### src/rtl/button_packet_motor_duty_decoder_defines.svh
// Assertion macros used by the button packet decoder top-level RTL.
`ifndef BUTTON_PACKET_MOTOR_DUTY_DECODER_DEFINES_SVH
`define BUTTON_PACKET_MOTOR_DUTY_DECODER_DEFINES_SVH

// Same-cycle implication, off while reset is asserted.
`define BPMD_ASSERT_NOW(label, clk, rst_n, ante, cons, msg) \
    label: assert property (@(posedge clk) disable iff (!(rst_n)) (ante) |-> (cons)) \
        else $error(msg);

// Next-cycle implication, off while reset is asserted.
`define BPMD_ASSERT_NEXT(label, clk, rst_n, ante, cons, msg) \
    label: assert property (@(posedge clk) disable iff (!(rst_n)) (ante) |=> (cons)) \
        else $error(msg);

`endif

### src/rtl/bpmd_pkg.sv
// Types and constants of the button packet decoder.
package bpmd_pkg;

    localparam logic [7:0] CH_START = 8'h21;
    localparam logic [7:0] CH_B     = 8'h42;
    localparam logic [7:0] CH_ZERO  = 8'h30;
    localparam logic [7:0] CH_ONE   = 8'h31;
    localparam logic [7:0] CH_FIVE  = 8'h35;
    localparam logic [7:0] CH_SIX   = 8'h36;
    localparam logic [7:0] CH_SEVEN = 8'h37;
    localparam logic [7:0] CH_EIGHT = 8'h38;

    // Duties in 256ths: 0.5, 0.2 and 0.95.
    localparam logic [7:0] FORWARD_DUTY_RST   = 8'd128;
    localparam logic [7:0] TURN_SLOW_DUTY_RST = 8'd51;
    localparam logic [7:0] TURN_FAST_DUTY_RST = 8'd243;

    localparam int CFG_IDX_W   = 2;
    localparam int CFG_DATA_W  = 8;
    localparam int RESULT_W    = 42;
    localparam int OUT_TDATA_W = 48;

    typedef enum logic [CFG_IDX_W-1:0] {
        CFG_FORWARD   = 2'd0,
        CFG_TURN_SLOW = 2'd1,
        CFG_TURN_FAST = 2'd2
    } t_cfg_idx;

    typedef enum logic [2:0] {
        PH_START  = 3'd0,
        PH_MARK_B = 3'd1,
        PH_BUTTON = 3'd2,
        PH_HIT    = 3'd3,
        PH_CHECK  = 3'd4
    } t_phase;

    typedef struct packed {
        logic [7:0] forward_duty;
        logic [7:0] turn_slow_duty;
        logic [7:0] turn_fast_duty;
    } t_cfg;

    // Last member sits in the lowest bits.
    typedef struct packed {
        logic [7:0] duty_four;
        logic [7:0] duty_three;
        logic [7:0] duty_two;
        logic [7:0] duty_one;
        logic       led_on;
        logic       pressed;
        logic [7:0] button_code;
    } t_result;

endpackage

### src/rtl/bpmd_parser.sv
// Packet parser state machine with held button, hit and motor duties.
module bpmd_parser
    import bpmd_pkg::*;
(
    input  logic       i_clk,
    input  logic       i_rst_n,
    input  logic       i_step,
    input  logic [7:0] i_byte,
    input  t_cfg       i_cfg,
    output logic       o_result_valid,
    output t_result    o_result
);

    t_phase           r_phase, n_phase;
    logic [7:0]       r_button, n_button;
    logic [7:0]       r_hit, n_hit;
    logic [3:0][7:0]  r_duty, n_duty;
    logic [7:0]       w_sum;
    logic             w_hit;

    assign w_sum = 8'(CH_START + CH_B + r_button + r_hit);
    assign w_hit = (r_hit == CH_ONE);

    always_ff @(posedge i_clk) begin
        if (!i_rst_n) begin
            r_phase  <= PH_START;
            r_button <= '0;
            r_hit    <= '0;
            r_duty   <= '0;
        end else if (i_step) begin
            r_phase  <= n_phase;
            r_button <= n_button;
            r_hit    <= n_hit;
            r_duty   <= n_duty;
        end
    end

    always_comb begin
        n_phase        = r_phase;
        n_button       = r_button;
        n_hit          = r_hit;
        n_duty         = r_duty;
        o_result_valid = 1'b0;
        unique case (r_phase)
            PH_MARK_B: begin
                n_phase = (i_byte == CH_B) ? PH_BUTTON : PH_START;
            end
            PH_BUTTON: begin
                n_button = i_byte;
                n_phase  = PH_HIT;
            end
            PH_HIT: begin
                n_hit   = i_byte;
                n_phase = PH_CHECK;
            end
            PH_CHECK: begin
                n_phase = PH_START;
                if (i_byte == ~w_sum) begin
                    o_result_valid = 1'b1;
                    unique case (r_button)
                        CH_FIVE: begin
                            n_duty = w_hit ? {4{i_cfg.forward_duty}} : '0;
                        end
                        CH_SIX: begin
                            n_duty = '0;
                        end
                        // motors one and two sit in the low bytes
                        CH_SEVEN: begin
                            n_duty = w_hit ? {{2{i_cfg.turn_fast_duty}},
                                              {2{i_cfg.turn_slow_duty}}} : '0;
                        end
                        CH_EIGHT: begin
                            n_duty = w_hit ? {{2{i_cfg.turn_slow_duty}},
                                              {2{i_cfg.turn_fast_duty}}} : '0;
                        end
                        default: begin
                            n_duty = r_duty;
                        end
                    endcase
                end
            end
            default: begin
                n_phase = (i_byte == CH_START) ? PH_MARK_B : PH_START;
            end
        endcase
    end

    assign o_result.button_code = r_button;
    assign o_result.pressed     = w_hit;
    assign o_result.led_on      = (r_button != CH_ZERO);
    assign o_result.duty_one    = n_duty[0];
    assign o_result.duty_two    = n_duty[1];
    assign o_result.duty_three  = n_duty[2];
    assign o_result.duty_four   = n_duty[3];

endmodule

### src/rtl/button_packet_motor_duty_decoder.sv
// Button packet decoder: serial bytes in, checked packets with motor duties out.
//
// Usage:
//   s_axis carries one received serial byte per word in tdata[7:0].
//   m_axis carries one word per packet that passes its checksum:
//   '!', 'B', button code, hit byte, NOT of the 8-bit sum of the first four.
//   i_cfg_we/i_cfg_index/i_cfg_data write forward, slow-turn and fast-turn
//   duties (index 0, 1, 2); write only while no byte is in flight.
// Timing:
//   One byte is taken every cycle unless m_axis stalls. A byte lands in the
//   input register, the parser decodes it against its phase and the result
//   register holds the packet word: the checksum byte passes through the input
//   register and then the result register before the word is valid on m_axis.
//   The single parser pass per input register sets the rate of one byte a cycle when m_axis does not stall.
// Reset: parser waits for '!', held bytes and all duties clear to zero,
//   configuration returns to 128, 51 and 243.
// Stall: a word waiting on m_axis holds; one more byte is still taken into
//   the input register, then s_axis_tready drops until the word is taken.
`include "button_packet_motor_duty_decoder_defines.svh"

module button_packet_motor_duty_decoder
    import bpmd_pkg::*;
(
    input  logic                   i_clk,
    input  logic                   i_rst_n,
    input  logic                   s_axis_tvalid,
    output logic                   s_axis_tready,
    input  logic [7:0]             s_axis_tdata,   // [7:0] rx_byte
    output logic                   m_axis_tvalid,
    input  logic                   m_axis_tready,
    // [7:0] button_code, [8] pressed, [9] led_on, [17:10] duty_one,
    // [25:18] duty_two, [33:26] duty_three, [41:34] duty_four, [47:42] zero
    output logic [OUT_TDATA_W-1:0] m_axis_tdata,
    input  logic                   i_cfg_we,
    input  logic [CFG_IDX_W-1:0]   i_cfg_index,
    input  logic [CFG_DATA_W-1:0]  i_cfg_data
);

    t_cfg       r_cfg;
    logic       r_in_valid;
    logic [7:0] r_in_byte;
    logic       r_out_valid;
    t_result    r_out;
    logic       w_advance;
    logic       w_res_valid;
    t_result    w_res;

    always_ff @(posedge i_clk) begin
        if (!i_rst_n) begin
            r_cfg.forward_duty   <= FORWARD_DUTY_RST;
            r_cfg.turn_slow_duty <= TURN_SLOW_DUTY_RST;
            r_cfg.turn_fast_duty <= TURN_FAST_DUTY_RST;
        end else if (i_cfg_we) begin
            unique case (i_cfg_index)
                CFG_FORWARD:   r_cfg.forward_duty   <= i_cfg_data;
                CFG_TURN_SLOW: r_cfg.turn_slow_duty <= i_cfg_data;
                CFG_TURN_FAST: r_cfg.turn_fast_duty <= i_cfg_data;
                default: begin
                end
            endcase
        end
    end

    // Advance the input word whenever the result register can take a word.
    assign w_advance     = r_in_valid && (!r_out_valid || m_axis_tready);
    assign s_axis_tready = !r_in_valid || w_advance;

    always_ff @(posedge i_clk) begin
        if (!i_rst_n) begin
            r_in_valid <= 1'b0;
        end else if (s_axis_tvalid && s_axis_tready) begin
            r_in_valid <= 1'b1;
        end else if (w_advance) begin
            r_in_valid <= 1'b0;
        end
    end

    always_ff @(posedge i_clk) begin
        if (s_axis_tvalid && s_axis_tready) begin
            r_in_byte <= s_axis_tdata;
        end
    end

    bpmd_parser u_parser (
        .i_clk          (i_clk),
        .i_rst_n        (i_rst_n),
        .i_step         (w_advance),
        .i_byte         (r_in_byte),
        .i_cfg          (r_cfg),
        .o_result_valid (w_res_valid),
        .o_result       (w_res)
    );

    always_ff @(posedge i_clk) begin
        if (!i_rst_n) begin
            r_out_valid <= 1'b0;
        end else if (w_advance && w_res_valid) begin
            r_out_valid <= 1'b1;
        end else if (m_axis_tready) begin
            r_out_valid <= 1'b0;
        end
    end

    always_ff @(posedge i_clk) begin
        if (w_advance && w_res_valid) begin
            r_out <= w_res;
        end
    end

    assign m_axis_tvalid = r_out_valid;
    assign m_axis_tdata  = {(OUT_TDATA_W - RESULT_W)'(0), r_out};

    `BPMD_ASSERT_NOW(a_ready_low_only_when_full, i_clk, i_rst_n,
        !s_axis_tready, r_in_valid && r_out_valid && !m_axis_tready,
        "input stalled while the pipeline has room")
    `BPMD_ASSERT_NEXT(a_stalled_byte_held, i_clk, i_rst_n,
        r_in_valid && !w_advance, r_in_valid && $stable(r_in_byte),
        "byte in input register lost during a stall")
    `BPMD_ASSERT_NOW(a_led_matches_button, i_clk, i_rst_n,
        r_out_valid, r_out.led_on == (r_out.button_code != CH_ZERO),
        "led bit disagrees with button code")
    `BPMD_ASSERT_NOW(a_release_stops_motors, i_clk, i_rst_n,
        r_out_valid && !r_out.pressed && (r_out.button_code == CH_FIVE ||
        r_out.button_code == CH_SIX || r_out.button_code == CH_SEVEN ||
        r_out.button_code == CH_EIGHT),
        r_out.duty_one == 8'd0 && r_out.duty_two == 8'd0 &&
        r_out.duty_three == 8'd0 && r_out.duty_four == 8'd0,
        "motors left running after a release")

endmodule
### config.mk
export PLATFORM = sky130hd
export DESIGN_NAME = button_packet_motor_duty_decoder
export DESIGN_NICKNAME = d
export VERILOG_FILES = /design/src/rtl/bpmd_pkg.sv /design/src/rtl/bpmd_parser.sv /design/src/rtl/button_packet_motor_duty_decoder.sv
export VERILOG_INCLUDE_DIRS = /design/src /design/src/rtl
export SDC_FILE = /design/constraint.sdc
export NUM_CORES = 1
export LEC_CHECK = 0
export BUFFER_PORTS_ARGS = -buffer_cell sky130_fd_sc_hd__buf_2
export CAP_MARGIN = 20
export CELL_PAD_IN_SITES_DETAIL_PLACEMENT = 1
export CELL_PAD_IN_SITES_GLOBAL_PLACEMENT = 1
export CORE_ASPECT_RATIO = 0.5
export CORE_MARGIN = 2
export CORE_UTILIZATION = 45
export CTS_BUF_LIST = sky130_fd_sc_hd__clkbuf_4 sky130_fd_sc_hd__clkbuf_8
export DETAILED_ROUTE_END_ITERATION = 16
export PLACE_DENSITY = 0.89
export SKIP_CTS_REPAIR_TIMING = 1
export SLEW_MARGIN = 20
export SYNTH_ARGS = -nofsm -noshare
export SYNTH_HDL_FRONTEND = slang
export SYNTH_SLANG_ARGS = --single-unit
### constraint.sdc
create_clock -name i_clk -period 4.5 [get_ports i_clk]
set_input_delay 0.45 -clock i_clk [delete_from_list [all_inputs] [get_ports i_clk]]
set_output_delay 0.45 -clock i_clk [all_outputs]
set_load 0.05 [all_outputs]
==> flow_metrics.py <==
metrics = {
    "run_status": {
        "outcome": "finished clean",
    },
    "timing": {
        "post-route-min-period_ns": 4.04,
        "max_freq_mhz": 247,
        "rsz0062_at_grt": "no",
        "fin_skew_ns": 0.0109,
        "worstMarginPinSlew_ns": 1.08,
        "hold_violations": 0,
        "slew_viol_final": 0,
        "setup_ws_ns": 0.458,
        "slew-limit-headroom": 0.281,
        "setup_tns_ns": 0,
        "setup_viol": 0,
        "finalCritPeriodShare": 0.898,
    },
    "worst_setup_path": {
        "worstSetupEndpointType": "flop",
        "path_cells": "inv_1 -> ha_1 -> inv_1 -> ha_1 -> inv_1 -> fa_1 -> xor2_1 -> nor2_1 -> nand4_1 -> nor4_2 -> and4_2 -> buf_4",
        "cp_top_family": "simple AND/OR/NAND/NOR gates",
        "path_buf_inv": 4,
        "critPathKind": "flop to flop",
        "arrival_ns": 4.11,
        "cpPeakStageDelay_ns": 0.69,
        "cp_max_fo": 38,
        "worstSetupStartpointType": "flop",
        "cp.required_ns": 4.57,
        "cp_common_cell": "inv_1",
        "critPathSlowestCell": "nor4_2",
    },
    "final_layout": {
        "drive_gt1_frac": 0.201,
        "syn_to_final_growth_pct": 15.1,
        "nFillCells": 1317,
        "fin_util": 0.532,
        "antenna_cells": 0,
        "final_nets": 586,
    },
    "detailed_routing": {
        "drt-initial-drc-count": 312,
        "drc": 0,
        "via_per_inst": 5.46,
        "wl_um": 13800,
        "vias": 3969,
        "wl_per_cell_um": 19.0,
        "antenna_left": 0,
        "firstDrtPassIters": 6,
    },
    "global_routing": {
        "grtUsageTotal": 0.219,
        "grt_first_pass_wirelength_um": 21700,
        "grt_remaining_overflow": 0,
        "grt_max_degree": 39,
        "first_global_vias": 4174,
        "antenna_found_initial": 0,
    },
    "logic_synthesis": {
        "yosys-top-cells-area": "dfxtp_1, edfxtp_1, mux2i_1, o2bb2ai_1, inv_1",
        "synth_area_per_cell_um2": 11.4,
        "synth-edff-count": 50,
        "ys_seq_elements": 127,
        "yosysTopAreaCellShare": 0.281,
        "ys_seq_area_frac": 0.556,
        "ys_top_cells_by_count": "dfxtp_1, mux2i_1, edfxtp_1",
        "ys.flop_type": "dfxtp_1",
        "synth-async-reset-ratio": 0,
        "synth_area_um2": 5480,
        "yosysTopAreaCell": "dfxtp_1",
        "synthCells": 482,
        "yosysMostFrequentCell": "dfxtp_1",
        "yosys_warnings": 0,
        "yosys.cell_types.count": 48,
    },
    "power": {
        "seqPwrFrac": 0.548,
        "power_frac_comb": 0.034,
        "p_switching_mw": 0.537,
        "pwr_density_cell_nw_per_um2": 352,
        "pwr-share-clk": 0.418,
        "leakage_nw": 2.41,
        "switching_share": 0.242,
        "internal_power_mw": 1.68,
        "vdd_drop_max_v": 0.000164,
    },
    "floorplan": {
        "std_cell_rows": 28,
        "die_x_um": 160,
        "start_util": 0.463,
        "die-area_um2": 13100,
        "dieHeight_um": 82.0,
        "pin_count": 73,
        "core-area_um2": 11800,
    },
    "clocking": {
        "clkLatencyLatePin_ns": 0.44,
        "cts_max_path_buffers": 2,
        "clk_pin_slew_ns": 0.08,
        "cts.sinks": 127,
        "cts_root_buf": "clkbuf_8",
        "cts_buffers": 17,
        "htree_num_levels": 4,
        "cts_tree": "yes",
    },
    "placement": {
        "finalWeightedCongestion": 0.827,
        "dp_hpwl_um": 9010,
        "pre_cts_ws_ns": 0.594,
        "port_buffers": 66,
    },
    "hold_path": {
        "hold_path.class": "input pin to flop",
    },
    "flow_run": {
        "max_cap_viol_count": 0,
    },
}
## power groups by stage
stage	clock, mW	combinational, mW	sequential (mW)
after global routing	0.996	0.0813	1.22
after global placement	0	0.0706	1.24
after CTS	0.944	0.0757	1.22
final	0.928	0.0753	1.22
after floorplan	0	0.0524	1.24
after detailed placement	0	0.0739	1.24
## state kept, by name, indices dropped and copies added (netlist names)
name	flops
u_parser.r_hit	8
r_in_byte	8
m_axis_tdata	42
u_parser.r_button	8
u_parser.r_phase	3
u_parser.r_duty	32
r_cfg	24
m_axis_tvalid	1
r_in_valid	1
## logic make-up (layout without fill, tap and decap cells)
kind of cell    count (synthesis)  count (layout)  synth area share
buf+inv                        77             152            0.0610
simple gates                  120             120             0.116
mux                            56              56             0.102
other cells                     1               6          0.000685
xor+xnor                       14              14            0.0224
compound gates                 73              73             0.108
fa+ha+maj                      14              14            0.0333
flops                         127             127             0.556
## cell usage in the layout (no fill, tap or decap), drive strengths merged, types with 3 or more instances in the layout
master    count
dfxtp        77
buf          71
mux2i        56
inv          52
edfxtp       50
nand2        42
o2bb2ai      32
nor2         30
clkbuf       19
a21oi        18
a222oi       16
nand3        15
ha           13
xnor2         9
conb          6
nand2b        5
xor2          5
clkinv        5
clkinvlp      4
nor2b         3
and3          3
nor4          3
## cell type report
type,count,area (um^2),share of cell area
inverter,49,184,0.0292
tap,165,206,0.0327
multi-input combinational,283,2140,0.339
timing repair buffer,71,368,0.0583
clock buffer,19,255,0.0405
sequential,127,3040,0.483
clock inverter,13,113,0.0179
## final timing paths
kind | end | slack [ns] | from | depth (start not counted)
max | m_axis_tdata[29]$_DFFE_PP_ | 0.46 | u_parser.r_button[1]$_SDFFE_PN0P_ | 12
min | r_in_byte[0]$_DFFE_PP_ | 0.19 | s_axis_tdata[0] | 1
max reg2reg | m_axis_tdata[29]$_DFFE_PP_ | 0.46 | u_parser.r_button[1]$_SDFFE_PN0P_ | 12
min reg2reg | m_axis_tdata[6]$_DFFE_PP_ | 0.46 | u_parser.r_button[6]$_SDFFE_PN0P_ | 0
## routing by layer
layer,vias up,share of wire,global-route usage
li1,1861,-,-
met1,1959,0.41,0.242
met2,118,0.51,0.403
met3,31,0.054,0.0621
met4,0,0.024,0.100
met5,-,0,0
## metrics by stage
stage | hold slack, ns | total power [mW] | std cells | instance area (um^2)
after global routing | 0.168 | 2.29 | 727 | 6300
final | 0.188 | 2.22 | 727 | 6300
after detailed placement | 0.446 | 1.32 | 695 | 5940
after CTS | 0.176 | 2.24 | 727 | 6300
after global placement | 0.444 | 1.31 | 695 | 5940
after floorplan | 0.429 | 1.29 | 487 | 5500
Power figures use the tool's default switching activity.
